**src/utf8_stream_decoder_core_defines.svh**
```systemverilog
// Assertion macros shared by the decoder modules.
`ifndef UTF8_STREAM_DECODER_CORE_DEFINES_SVH
`define UTF8_STREAM_DECODER_CORE_DEFINES_SVH

`ifndef NO_ASSERTIONS

// Check a condition in the same cycle as its trigger
`define U8D_ASSERT_NOW(label, clk, rst, ante, cons) \
   label: assert property (@(posedge clk) disable iff (rst) (ante) |-> (cons)) \
      else $error("assertion failed");

// Check a condition in the cycle after its trigger
`define U8D_ASSERT_NEXT(label, clk, rst, ante, cons) \
   label: assert property (@(posedge clk) disable iff (rst) (ante) |=> (cons)) \
      else $error("assertion failed");

`else

`define U8D_ASSERT_NOW(label, clk, rst, ante, cons)
`define U8D_ASSERT_NEXT(label, clk, rst, ante, cons)

`endif

`endif

```
**src/u8d_pkg.sv**
```systemverilog
package u8d_pkg;

   localparam int unsigned BYTE_W     = 8;
   localparam int unsigned CP_W       = 31;
   localparam int unsigned LEN_W      = 3;
   localparam int unsigned CAPACITY_W = 16;

   localparam logic [CAPACITY_W-1:0] CAPACITY_RESET = 16'hFFFF;

   // Lead and continuation byte masks
   localparam logic [BYTE_W-1:0] LEAD6_MASK      = 8'hFC;
   localparam logic [BYTE_W-1:0] LEAD5_MASK      = 8'hF8;
   localparam logic [BYTE_W-1:0] LEAD4_MASK      = 8'hF0;
   localparam logic [BYTE_W-1:0] LEAD3_MASK      = 8'hE0;
   localparam logic [BYTE_W-1:0] CONT_MASK       = 8'hC0;
   localparam logic [BYTE_W-1:0] CONT_TAG        = 8'h80;
   localparam logic [BYTE_W-1:0] ASCII_MASK      = 8'h7F;
   localparam logic [BYTE_W-1:0] CONT_VALUE_MASK = 8'h3F;

   typedef enum logic [1:0] {
      STATUS_CHAR     = 2'd0,
      STATUS_BAD_CONT = 2'd1,
      STATUS_TRUNC    = 2'd2
   } status_type;

   typedef struct packed {
      logic [BYTE_W-1:0] data_byte;
      logic              end_of_buffer;
   } req_beat_type;

   typedef struct packed {
      logic [CP_W-1:0]  code_point;
      status_type       status;
      logic [LEN_W-1:0] byte_count;
      logic             last;
   } rsp_beat_type;

   // Sequence length announced by a lead byte
   function automatic logic [LEN_W-1:0] lead_length(input logic [BYTE_W-1:0] b);
      logic [LEN_W-1:0] n;
      if (!b[7]) begin
         n = 3'd1;
      end else if ((b & LEAD6_MASK) == LEAD6_MASK) begin
         n = 3'd6;
      end else if ((b & LEAD5_MASK) == LEAD5_MASK) begin
         n = 3'd5;
      end else if ((b & LEAD4_MASK) == LEAD4_MASK) begin
         n = 3'd4;
      end else if ((b & LEAD3_MASK) == LEAD3_MASK) begin
         n = 3'd3;
      end else if ((b & CONT_MASK) == CONT_MASK) begin
         n = 3'd2;
      end else begin
         n = 3'd1;
      end
      return n;
   endfunction

endpackage

```
**src/u8d_if.sv**
```systemverilog
interface u8d_req_if
   import u8d_pkg::*;
();
   logic              valid;
   logic              ready;
   logic [BYTE_W-1:0] data_byte;
   logic              end_of_buffer;

   modport source (output valid, output data_byte, output end_of_buffer, input ready);
   modport sink   (input valid, input data_byte, input end_of_buffer, output ready);
endinterface

interface u8d_rsp_if
   import u8d_pkg::*;
();
   logic             valid;
   logic             ready;
   logic [CP_W-1:0]  code_point;
   status_type       status;
   logic [LEN_W-1:0] byte_count;
   logic             last;

   modport source (output valid, output code_point, output status, output byte_count,
                   output last, input ready);
   modport sink   (input valid, input code_point, input status, input byte_count,
                   input last, output ready);
endinterface

```
**src/u8d_decode.sv**
```systemverilog
`include "utf8_stream_decoder_core_defines.svh"

module u8d_decode
   import u8d_pkg::*;
(
   input  logic                  clock,
   input  logic                  reset,
   input  logic                  step_en,
   input  req_beat_type          in_beat,
   input  logic [CAPACITY_W-1:0] capacity,
   output logic                  has_result,
   output rsp_beat_type          res
);

   logic [CP_W-1:0]       acc_ff, acc_in;
   logic [LEN_W-1:0]      remaining_ff, remaining_in;
   logic [LEN_W-1:0]      seq_len_ff, seq_len_in;
   logic [CAPACITY_W-1:0] chars_ff, chars_in;
   logic                  halted_ff, halted_in;

   logic [BYTE_W-1:0]     b;
   logic                  eob;
   logic [LEN_W-1:0]      lead_n;
   logic [BYTE_W-1:0]     lead_mask;
   logic [CAPACITY_W-1:0] chars_inc;
   status_type            kind;
   logic                  last;

   assign b   = in_beat.data_byte;
   assign eob = in_beat.end_of_buffer;

   // Decode one byte against the running sequence state
   always_comb begin
      acc_in       = acc_ff;
      remaining_in = remaining_ff;
      seq_len_in   = seq_len_ff;
      chars_in     = chars_ff;
      halted_in    = halted_ff;
      has_result   = 1'b0;
      kind         = STATUS_CHAR;
      last         = 1'b0;
      lead_n       = lead_length(b);
      lead_mask    = ASCII_MASK >> lead_n;
      chars_inc    = chars_ff + 16'd1;

      if (!halted_ff) begin
         if (remaining_ff == 3'd0) begin
            // lead byte: start a new sequence
            seq_len_in = lead_n;
            if (lead_n == 3'd1) begin
               acc_in     = {23'd0, b & ASCII_MASK};
               has_result = 1'b1;
            end else begin
               acc_in       = {23'd0, b & lead_mask};
               remaining_in = lead_n - 3'd1;
               if (eob) begin
                  has_result = 1'b1;
                  kind       = STATUS_TRUNC;
               end
            end
         end else if ((b & CONT_MASK) != CONT_TAG) begin
            has_result = 1'b1;
            kind       = STATUS_BAD_CONT;
         end else begin
            // continuation: shift six value bits in
            acc_in       = {acc_ff[CP_W-7:0], b[5:0]};
            remaining_in = remaining_ff - 3'd1;
            if (remaining_in == 3'd0) begin
               has_result = 1'b1;
            end else if (eob) begin
               has_result = 1'b1;
               kind       = STATUS_TRUNC;
            end
         end

         if (has_result) begin
            if (kind == STATUS_CHAR) begin
               chars_in = chars_inc;
               last     = eob || (chars_inc >= capacity);
            end else begin
               last = 1'b1;
            end
            if (last) begin
               halted_in    = 1'b1;
               remaining_in = 3'd0;
            end
         end
      end

      res.code_point = (kind == STATUS_CHAR) ? acc_in : '0;
      res.status     = kind;
      res.byte_count = seq_len_in;
      res.last       = last;

      // end of buffer: clear the run
      if (eob) begin
         acc_in       = '0;
         remaining_in = '0;
         seq_len_in   = '0;
         chars_in     = '0;
         halted_in    = 1'b0;
      end
   end

   // Advance sequence state on each processed beat
   always_ff @(posedge clock) begin
      if (reset) begin
         acc_ff       <= '0;
         remaining_ff <= '0;
         seq_len_ff   <= '0;
         chars_ff     <= '0;
         halted_ff    <= 1'b0;
      end else if (step_en) begin
         acc_ff       <= acc_in;
         remaining_ff <= remaining_in;
         seq_len_ff   <= seq_len_in;
         chars_ff     <= chars_in;
         halted_ff    <= halted_in;
      end
   end

   `U8D_ASSERT_NOW(a_halt_no_pending, clock, reset, halted_ff, remaining_ff == 3'd0)
   `U8D_ASSERT_NOW(a_pending_in_seq, clock, reset, remaining_ff != 3'd0,
                   (seq_len_ff >= 3'd2) && (remaining_ff < seq_len_ff))
   `U8D_ASSERT_NOW(a_fault_ends_run, clock, reset,
                   step_en && has_result && (res.status != STATUS_CHAR),
                   res.last && (res.code_point == '0))

endmodule

```
**src/utf8_stream_decoder_core.sv**
```systemverilog
// UTF-8 stream decoder, six-byte form, 31-bit code points.
//
// req_bus carries one source byte per beat with an end-of-buffer flag.
// rsp_bus carries at most one result per byte: a code point (status 0), a bad
// continuation error (status 1) or a truncated sequence (status 2), with the
// announced byte count and a last flag on the final result of the run.
// csr_wr_en / csr_wr_data set the destination capacity (characters per run);
// write it only while no beats are in flight.
//
// An accepted byte passes through the input register, then through the decode
// logic into the result register, and is shown on rsp_bus from there. Throughput
// is one byte per cycle while rsp_bus is not stalled, set by the single decode stage
// sitting between those two registers.
// A stalled rsp_bus holds its result; one more byte waits in the input
// register, then req_bus.ready drops until the result is taken. Bytes that
// produce no result drain as soon as the result register has room.
// Reset clears all run state and sets the capacity to 65535.
`include "utf8_stream_decoder_core_defines.svh"

module utf8_stream_decoder_core
   import u8d_pkg::*;
(
   input  logic                  clock,
   input  logic                  reset,
   u8d_req_if.sink               req_bus,
   u8d_rsp_if.source             rsp_bus,
   input  logic                  csr_wr_en,
   input  logic [CAPACITY_W-1:0] csr_wr_data
);

   logic [CAPACITY_W-1:0] capacity_ff;
   logic                  in_valid_ff;
   req_beat_type          in_beat_ff;
   logic                  rsp_valid_ff;
   rsp_beat_type          rsp_beat_ff;

   logic                  advance;
   logic                  dec_has_result;
   rsp_beat_type          dec_res;

   // Process the held beat when the result register has room
   assign advance       = in_valid_ff && (!rsp_valid_ff || rsp_bus.ready);
   assign req_bus.ready = !in_valid_ff || advance;

   // Capacity register
   always_ff @(posedge clock) begin
      if (reset) begin
         capacity_ff <= CAPACITY_RESET;
      end else if (csr_wr_en) begin
         capacity_ff <= csr_wr_data;
      end
   end

   // Input register
   always_ff @(posedge clock) begin
      if (reset) begin
         in_valid_ff <= 1'b0;
      end else if (req_bus.ready) begin
         in_valid_ff <= req_bus.valid;
      end
   end

   always_ff @(posedge clock) begin
      if (req_bus.valid && req_bus.ready) begin
         in_beat_ff.data_byte     <= req_bus.data_byte;
         in_beat_ff.end_of_buffer <= req_bus.end_of_buffer;
      end
   end

   u8d_decode u_decode (
      .clock      (clock),
      .reset      (reset),
      .step_en    (advance),
      .in_beat    (in_beat_ff),
      .capacity   (capacity_ff),
      .has_result (dec_has_result),
      .res        (dec_res)
   );

   // Result register: load on a result, drop once taken
   always_ff @(posedge clock) begin
      if (reset) begin
         rsp_valid_ff <= 1'b0;
      end else if (advance && dec_has_result) begin
         rsp_valid_ff <= 1'b1;
      end else if (rsp_bus.ready) begin
         rsp_valid_ff <= 1'b0;
      end
   end

   always_ff @(posedge clock) begin
      if (advance && dec_has_result) begin
         rsp_beat_ff <= dec_res;
      end
   end

   assign rsp_bus.valid      = rsp_valid_ff;
   assign rsp_bus.code_point = rsp_beat_ff.code_point;
   assign rsp_bus.status     = rsp_beat_ff.status;
   assign rsp_bus.byte_count = rsp_beat_ff.byte_count;
   assign rsp_bus.last       = rsp_beat_ff.last;

   `U8D_ASSERT_NOW(a_stall_blocks_input, clock, reset,
                   in_valid_ff && rsp_valid_ff && !rsp_bus.ready, !req_bus.ready)
   `U8D_ASSERT_NOW(a_trunc_is_last, clock, reset,
                   rsp_valid_ff && (rsp_beat_ff.status == STATUS_TRUNC), rsp_beat_ff.last)
   `U8D_ASSERT_NOW(a_eob_result_last, clock, reset,
                   advance && in_beat_ff.end_of_buffer && dec_has_result, dec_res.last)

endmodule

```
**src/flat_wrapper.sv**
```systemverilog
// flat-port wrapper written by rule: the top's interface ports become plain ports
module utf8_stream_decoder_core_flat import u8d_pkg::*;
  (clock, reset, csr_wr_en, csr_wr_data, req_bus_valid, req_bus_data_byte, req_bus_end_of_buffer, req_bus_ready, rsp_bus_valid, rsp_bus_code_point, rsp_bus_status, rsp_bus_byte_count, rsp_bus_last, rsp_bus_ready);
  u8d_req_if req_bus_i ();
  u8d_rsp_if rsp_bus_i ();
  input  logic clock;
  input  logic reset;
  input  logic csr_wr_en;
  input  logic [CAPACITY_W-1:0] csr_wr_data;
  input wire logic [$bits(req_bus_i.valid)-1:0] req_bus_valid;
  input wire logic [$bits(req_bus_i.data_byte)-1:0] req_bus_data_byte;
  input wire logic [$bits(req_bus_i.end_of_buffer)-1:0] req_bus_end_of_buffer;
  output wire logic [$bits(req_bus_i.ready)-1:0] req_bus_ready;
  output wire logic [$bits(rsp_bus_i.valid)-1:0] rsp_bus_valid;
  output wire logic [$bits(rsp_bus_i.code_point)-1:0] rsp_bus_code_point;
  output wire logic [$bits(rsp_bus_i.status)-1:0] rsp_bus_status;
  output wire logic [$bits(rsp_bus_i.byte_count)-1:0] rsp_bus_byte_count;
  output wire logic [$bits(rsp_bus_i.last)-1:0] rsp_bus_last;
  input wire logic [$bits(rsp_bus_i.ready)-1:0] rsp_bus_ready;
  assign req_bus_i.valid = req_bus_valid;
  assign req_bus_i.data_byte = req_bus_data_byte;
  assign req_bus_i.end_of_buffer = req_bus_end_of_buffer;
  assign req_bus_ready = req_bus_i.ready;
  assign rsp_bus_valid = rsp_bus_i.valid;
  assign rsp_bus_code_point = rsp_bus_i.code_point;
  assign rsp_bus_status = rsp_bus_i.status;
  assign rsp_bus_byte_count = rsp_bus_i.byte_count;
  assign rsp_bus_last = rsp_bus_i.last;
  assign rsp_bus_i.ready = rsp_bus_ready;
  utf8_stream_decoder_core u_core (.clock(clock), .reset(reset), .req_bus(req_bus_i), .rsp_bus(rsp_bus_i), .csr_wr_en(csr_wr_en), .csr_wr_data(csr_wr_data));
endmodule
```
**config.mk**
```make
export PLATFORM = sky130hd
export DESIGN_NAME = utf8_stream_decoder_core_flat
export DESIGN_NICKNAME = d
export VERILOG_FILES = /design/src/u8d_pkg.sv /design/src/u8d_if.sv /design/src/u8d_decode.sv /design/src/utf8_stream_decoder_core.sv /design/src/flat_wrapper.sv
export VERILOG_INCLUDE_DIRS = /design/src /design/src/src
export SDC_FILE = /design/constraint.sdc
export NUM_CORES = 1
export LEC_CHECK = 0
export BUFFER_PORTS_ARGS = -buffer_cell sky130_fd_sc_hd__buf_2
export CAP_MARGIN = 30
export CORE_MARGIN = 2
export CORE_UTILIZATION = 52
export DETAILED_ROUTE_END_ITERATION = 8
export PLACE_DENSITY = 0.74
export SYNTH_ARGS = -nofsm -noshare
export SYNTH_HDL_FRONTEND = slang
export SYNTH_HIERARCHICAL = 1
export SYNTH_SLANG_ARGS = --single-unit
```
**constraint.sdc**
```tcl
create_clock -name clock -period 3.55 [get_ports clock]
set_input_delay 1.065 -clock clock [delete_from_list [all_inputs] [get_ports clock]]
set_output_delay 1.065 -clock clock [all_outputs]
set_load 0.03 [all_outputs]
```
Word level (Yosys, flattened, before mapping) --
Index checks and enable logic that the tools add are counted.
Word-level totals: register bits 118, bits in latches 0, RAM bits 0, memory bits (read-only) 0, bits of input ports 30, output and inout bits 39, memories kept 0
Operators by class: add/subtract/negate cells 3, multipliers 0, divide/modulo/power cells 0, magnitude comparators 1, equal/unequal tests 8, shift operators 1, mux-type cells 48, bitwise operators 2, reductions and logical operators 18
Operator list (count):
- $mux 31 | 4
- $mux 16 | 4
- $mux 3 | 14
- $mux 2 | 9
- $add 16x1->16 const B | 1
- $ge 16x16->1 | 1
- $mux 1 | 16
- $and 8x8->8 | 1
- $mux 8 | 1
- $shr 7x3->8 const A | 1
- $eq 6x6->1 const B | 1
- $logic_not 3->1 | 2
- $reduce_bool 2->1 | 3
- $sub 3x1->3 const B | 2
- $eq 5x5->1 const B | 1
- $eq 4x4->1 const B | 1
- $logic_not 2->1 | 2
- $reduce_and 4->1 | 1
- $eq 3x1->1 const B | 1
- $eq 3x3->1 const B | 1
- $logic_and 1x1->1 | 3
- $logic_or 1x1->1 | 3
- $eq 2x2->1 const B | 1
- $logic_not 1->1 | 2
- 5 further kinds | 5

Logic depth before layout (Yosys ltp) --
depth in word-level cells 19, depth in mapped cells 12, mapped depth without buffers 12

Cells and area by module --
Netlist, hierarchy kept.
By module, submodules not included:
- u8d_decode | times used 1, cells an instance 478, area an instance 3562.2 um2, seq. area each 1081.0 um2
- utf8_stream_decoder_core | times used 1, cells an instance 110, area an instance 2072.0 um2, seq. area each 1741.7 um2

Worst setup path before layout --
OpenSTA, ideal clock, no wires.
path kind register to register, start register u_core.u_decode.remaining_ff[0], end register u_core.rsp_beat_ff, in the netlist u_core/rsp_bus.byte_count[0] (enable), library setup time 0.436 ns, arrival time 3.139 ns, setup slack -0.025 ns, cell stages (with the launch flop) 10, buffers on the path 1, period minus slack after synthesis 3.575 ns, cell sequence dfxtp_1 inv_1 ha_1 nor2b_2 buf_4 nor2_1 nor4_1 nor2_1 nand2_1 nor2b_1
On the way: word-level cells in the longest chain between the ends 8, elaborated cells on any way between the ends 9
Ends and longest elaborated chain:
- start, declared | RTL line u8d_decode.sv:16 | logic [LEN_W-1:0] remaining_ff, remaining_in;
- start signal, assigned | RTL line u8d_decode.sv:115 | remaining_ff <= remaining_in;
- $sub 3x1->3 | RTL line u8d_decode.sv:67 | remaining_in = remaining_ff - 3'd1;
- $logic_not 3->1 | RTL line u8d_decode.sv:68 | if (remaining_in == 3'd0) begin
- $mux 1 | RTL line u8d_decode.sv:68
- $mux 1 | RTL line u8d_decode.sv:61 | end else if ((b & CONT_MASK) != CONT_TAG) begin
- $mux 1 * | RTL line u8d_decode.sv:47 | if (remaining_ff == 3'd0) begin
- $mux 1 * (2 in a row) | RTL line u8d_decode.sv:46 | if (!halted_ff) begin
- via u_core.dec_has_result | RTL line utf8_stream_decoder_core.sv:38 | logic dec_has_result;
- $logic_and 1x1->1 * | RTL line utf8_stream_decoder_core.sv:92 | if (advance && dec_has_result) begin
- end signal, assigned | RTL line utf8_stream_decoder_core.sv:93 | rsp_beat_ff <= dec_res;
- end, declared | RTL line utf8_stream_decoder_core.sv:35 | rsp_beat_type rsp_beat_ff;
The timed path passes the listed nets; every way through them passes the cells marked *. The select of a mux whose other input is x is not followed. A chain may end at the register's enable or synchronous reset.

Worst setup path after layout --
start register u_core.u_decode.chars_ff[2], end register u_core.u_decode.halted_ff
On the way: word-level cells in the longest chain between the ends 10
Ends and longest elaborated chain:
- start, declared | RTL line u8d_decode.sv:18 | logic [CAPACITY_W-1:0] chars_ff, chars_in;
- start signal, assigned | RTL line u8d_decode.sv:117 | chars_ff <= chars_in;
- $add 16x1->16 | RTL line u8d_decode.sv:44 | chars_inc = chars_ff + 16'd1;
- $ge 16x16->1 | RTL line u8d_decode.sv:79 | last = eob || (chars_inc >= capacity);
- $logic_or 1x1->1 | RTL line u8d_decode.sv:79
- $mux 1 | RTL line u8d_decode.sv:77 | if (kind == STATUS_CHAR) begin
- $mux 1 | RTL line u8d_decode.sv:76 | if (has_result) begin
- $mux 1 | RTL line u8d_decode.sv:46
- $mux 1 | RTL line u8d_decode.sv:83 | if (last) begin
- $mux 1 | RTL line u8d_decode.sv:76
- $mux 1 | RTL line u8d_decode.sv:46
- $mux 1 | RTL line u8d_decode.sv:96 | if (eob) begin
- end signal, assigned | RTL line u8d_decode.sv:118 | halted_ff <= halted_in;
- end, declared | RTL line u8d_decode.sv:19 | logic halted_ff, halted_in;
Every way passes these cells. The select of a mux whose other input is x is not followed.

==> impl_summary.log <==
[metrics] Clk Latency, worst-skew pair: approximately 0.53 ns
[metrics] synth unique cells: 56
[metrics] maximum frequency from static timing analysis: 324 MHz
[metrics] share of layout cells above drive strength 1: between 10% and 20%
[metrics] Power Dens Cells: ~530 nW/µm²
[metrics] sequential-to-total area share from yosys stat: between 50% and 60%
[metrics] required time at the endpoint of the critical path: roughly 4 ns
[metrics] sum of routed wire length over all layers: 12,600 µm
[metrics] synthesized area per cell: between 9 and 10 µm²
[metrics] length of the first detailed-routing pass in iterations: 5
[metrics] Setup Crit Path Kind: flip-flop to flip-flop
[metrics] met1 track demand over resource: about 27%
[metrics] launch instance of the worst register-to-register path: u_core/u_decode/chars_ff[2]$_SDFFE_PP0P_
[metrics] startpoint types: flip-flop
[metrics] number of levels in the clock H-tree: 4
[metrics] overall die height: 108 µm
[metrics] synthesized netlist cell count: about 590
[metrics] most crowded layer after global routing: met2
[metrics] input/output buffers: 68
[metrics] number of flip-flops and latches in the synthesized netlist: around 120
[metrics] Fin. Hold Viols: 0
[metrics] setup slack after layout: 0.465 ns
[metrics] met2 usage: between 30% and 40%
[metrics] unrepaired setup endpoints after global routing: no
[metrics] hold-fix buffers at CTS: 0
[metrics] number of enable-type register cells in the synthesized netlist: 46
[metrics] Antenna Nets Post-Route: 0
[metrics] Root Driver: sky130_fd_sc_hd__clkbuf_8
[metrics] Fillers: 887
[metrics] worst slack, placed: slightly above 0.5 ns
[metrics] Ys Warns: 6
[metrics] number of clock sinks: around 120
[metrics] global-route wire length before repair: between 20,000 and 25,000 µm
[metrics] Post-Place Cell Area: just over 6000 µm²
[metrics] GRT overflow: 0
[metrics] top cells by count, synth: sky130_fd_sc_hd__nand2_1, sky130_fd_sc_hd__dfxtp_1, sky130_fd_sc_hd__nor2_1
[metrics] Total Negative Setup Slacks: 0 ns
[metrics] placed cell count: 772
[metrics] Worst IR Drop VDD: ~0.30 mV
[metrics] worst clock skew: ~0.0059 ns
[metrics] max_slew headroom: 30.8%
[metrics] routability congestion estimate from global placement: between 0.8 and 0.9
[metrics] number of buffers added for setup after CTS: 0
[metrics] vias in the first global route: around 4,500
[metrics] antenna cells: 0
[metrics] combined global-route utilization of all metal layers: 23.1%
[metrics] launch point of the worst hold path: u_core/u_decode/remaining_ff[1]$_SDFFE_PP0P_
[metrics] R2R Setup Slk: 0.46 ns
[metrics] post-synthesis to final-layout area growth: 17.8%
[metrics] area share of the leading cell type in the synthesized netlist: between 20% and 30%
[metrics] Setup-failing EPs final: 0
[metrics] DR iter-0 viols: between 200 and 300
[metrics] routed wirelength normalized by instance count: between 15 and 20 µm
[metrics] most area-consuming cells after synthesis: sky130_fd_sc_hd__dfxtp_1, sky130_fd_sc_hd__edfxtp_1, sky130_fd_sc_hd__ha_1, sky130_fd_sc_hd__nand2_1, sky130_fd_sc_hd__a22oi_1
[metrics] Hold WC Path Type: flip-flop to flip-flop
[metrics] worst flop-to-flop path endpoint: u_core/u_decode/halted_ff$_SDFFE_PP0P_
[metrics] period utilization: ~87%
[metrics] number of standard cells in the layout, taps in and fillers out: ~800
[metrics] final core utilization: between 60% and 70%
[metrics] commonest register cell after synthesis: sky130_fd_sc_hd__dfxtp_1
[metrics] antenna violations before repair: 0
[metrics] proportion of synthesized flip-flops having asynchronous set or reset: 0%
[metrics] number of remaining DRC errors: 0
[metrics] transition time of the tightest slew-check pin: 1.04 ns
[metrics] Mapped Area: 5630 µm²
[metrics] path depth of the worst reg2reg path: 11
[metrics] width of the die: 108 µm
[metrics] Detail Placement HPWL: roughly 8400 µm
[metrics] initial standard-cell utilization of the core: roughly 53%
[metrics] routed via count: roughly 4,600
[metrics] total number of nets in the final design: a little over 700
[metrics] max-slew violations: 0
[metrics] pin count of the biggest net entering global routing: 38
[metrics] Final Critical Period: between 3 and 4 ns
[metrics] number of I/O pins: slightly below 70
[metrics] static power due to leakage: ~2.7 nW
[metrics] syn_nets: around 640
[metrics] Vias/cell: 5.78
[metrics] largest fanout on the critical path: 8
[metrics] number of resized instances in the post-cts repair step: 0
[metrics] max_cap viols: 0
[metrics] standard-cell row count: 38
[metrics] GRT met3 Usage: approximately 6.5%
[metrics] Clock transition at path regs: around 0.06 ns
[metrics] sort of element at the end of the critical path: flip-flop
[metrics] core footprint: approximately 11,000 µm²
[metrics] final cell area excluding filler cells: ~6600 µm²
[metrics] clock tree from TritonCTS: yes
[metrics] most instantiated library cell after synthesis: sky130_fd_sc_hd__nand2_1
[metrics] worst path arrival time: 3.53 ns
[metrics] Die Outline Area: about 12,000 µm²
[metrics] clock buffer depth: 2
[metrics] capture endpoint of the worst hold path: u_core/u_decode/remaining_ff[1]$_SDFFE_PP0P_
[metrics] hold-critical path depth: 2
[metrics] TritonCTS Buffers: 17
[metrics] status: completed
[metrics] most area-hungry cell type in the Yosys netlist: sky130_fd_sc_hd__dfxtp_1
## report_power, final
| group | switching (W) | internal [W] | leakage (nW) |
|---|---|---|---|
| combinational | 0.000217 | 0.0000985 | 1.35 |
| sequential | 0.0000238 | 0.00146 | 1.02 |
| clock | 0.000629 | 0.00107 | 0.283 |
## critical path: stages, from the launching register on
cell                        delay, ns
sky130_fd_sc_hd__dfxtp_1         0.47
sky130_fd_sc_hd__nand4_1         0.25
sky130_fd_sc_hd__nor4_4          0.43
sky130_fd_sc_hd__and3_1          0.29
sky130_fd_sc_hd__xor2_1          0.09
sky130_fd_sc_hd__ha_1            0.29
sky130_fd_sc_hd__nand4_1         0.13
sky130_fd_sc_hd__nor3_1          0.31
sky130_fd_sc_hd__o2111ai_1       0.20
sky130_fd_sc_hd__a31oi_1         0.27
sky130_fd_sc_hd__a21oi_1         0.10
sky130_fd_sc_hd__a211oi_1        0.17
## placed cells by master, fill, tap and decap left out, types with 18 or more instances in the layout
master	netlist	final
sky130_fd_sc_hd__a21oi_1	45	45
sky130_fd_sc_hd__a22oi_1	37	37
sky130_fd_sc_hd__buf_2	7	68
sky130_fd_sc_hd__dfxtp_1	72	72
sky130_fd_sc_hd__edfxtp_1	46	46
sky130_fd_sc_hd__ha_1	24	24
sky130_fd_sc_hd__inv_1	27	27
sky130_fd_sc_hd__nand2_1	77	77
sky130_fd_sc_hd__nor2_1	64	64
sky130_fd_sc_hd__nor2b_1	20	19
sky130_fd_sc_hd__o21ai_0	18	18
## area by class of cell
type	count	area, µm²	share of cell area, %
flip-flops and latches	118	2820	42.5
repair buffers	76	400	6.03
clock inverters	15	179	2.70
multi-input cells	411	2540	38.3
inverters	27	101	1.53
clock buffers	17	414	6.24
well taps	140	175	2.64
## routing by layer
| layer | part of all wire [%] | wire (µm) |
|---|---|---|
| met1 | 41 | 5180 |
| met2 | 50 | 6230 |
| met3 | 6.0 | 757 |
| met4 | 3.3 | 410 |
| met5 | 0 | 0 |
## state kept, by name, indices dropped and copies added (netlist names)
name,count
u_core/rsp_bus.code_point,31
u_core/u_decode/acc_ff,31
u_core/capacity_ff,16
u_core/u_decode/chars_ff,16
u_core/in_beat_ff,9
u_core/rsp_bus.byte_count,3
u_core/u_decode/remaining_ff,3
u_core/u_decode/seq_len_ff,3
u_core/rsp_bus.status,2
u_core/in_valid_ff,1
u_core/rsp_bus.last,1
u_core/rsp_bus.valid,1
u_core/u_decode/halted_ff,1
## through the flow
| step | total power (W) | hold slack [ns] |
|---|---|---|
| floorplan | 0.00174 | 0.447 |
| global placement | 0.00182 | 0.460 |
| detailed placement | 0.00183 | 0.483 |
| CTS | 0.00352 | 0.489 |
| global route | 0.00362 | 0.509 |
| finish | 0.00350 | 0.484 |
## kinds of logic after synthesis
kind of cell | count (synthesis) | synth area share [%]
AOI/OAI and AO/OA | 158 | 19.2
adders and majority gates | 24 | 5.33
muxes | 3 | 0.577
xor gates and xnor gates | 14 | 2.18
DFF | 118 | 50.1
buffers and inverters | 59 | 4.95
and+or+nand+nor | 212 | 17.6
## how the worst max path moves through the flow
stage                                                       startpoint                                      to
after floorplan           u_core/u_decode/remaining_ff[0]$_SDFFE_PP0P_  u_core/rsp_bus.byte_count[0]$_DFFE_PP_
after global placement        u_core/u_decode/chars_ff[2]$_SDFFE_PP0P_  u_core/u_decode/halted_ff$_SDFFE_PP0P_
after detailed placement      u_core/u_decode/chars_ff[2]$_SDFFE_PP0P_  u_core/u_decode/halted_ff$_SDFFE_PP0P_
after CTS                     u_core/u_decode/chars_ff[2]$_SDFFE_PP0P_  u_core/u_decode/halted_ff$_SDFFE_PP0P_
after global routing          u_core/u_decode/chars_ff[2]$_SDFFE_PP0P_  u_core/u_decode/halted_ff$_SDFFE_PP0P_
final                         u_core/u_decode/chars_ff[2]$_SDFFE_PP0P_  u_core/u_decode/halted_ff$_SDFFE_PP0P_
No activity file was read; power rests on OpenSTA's default activity.
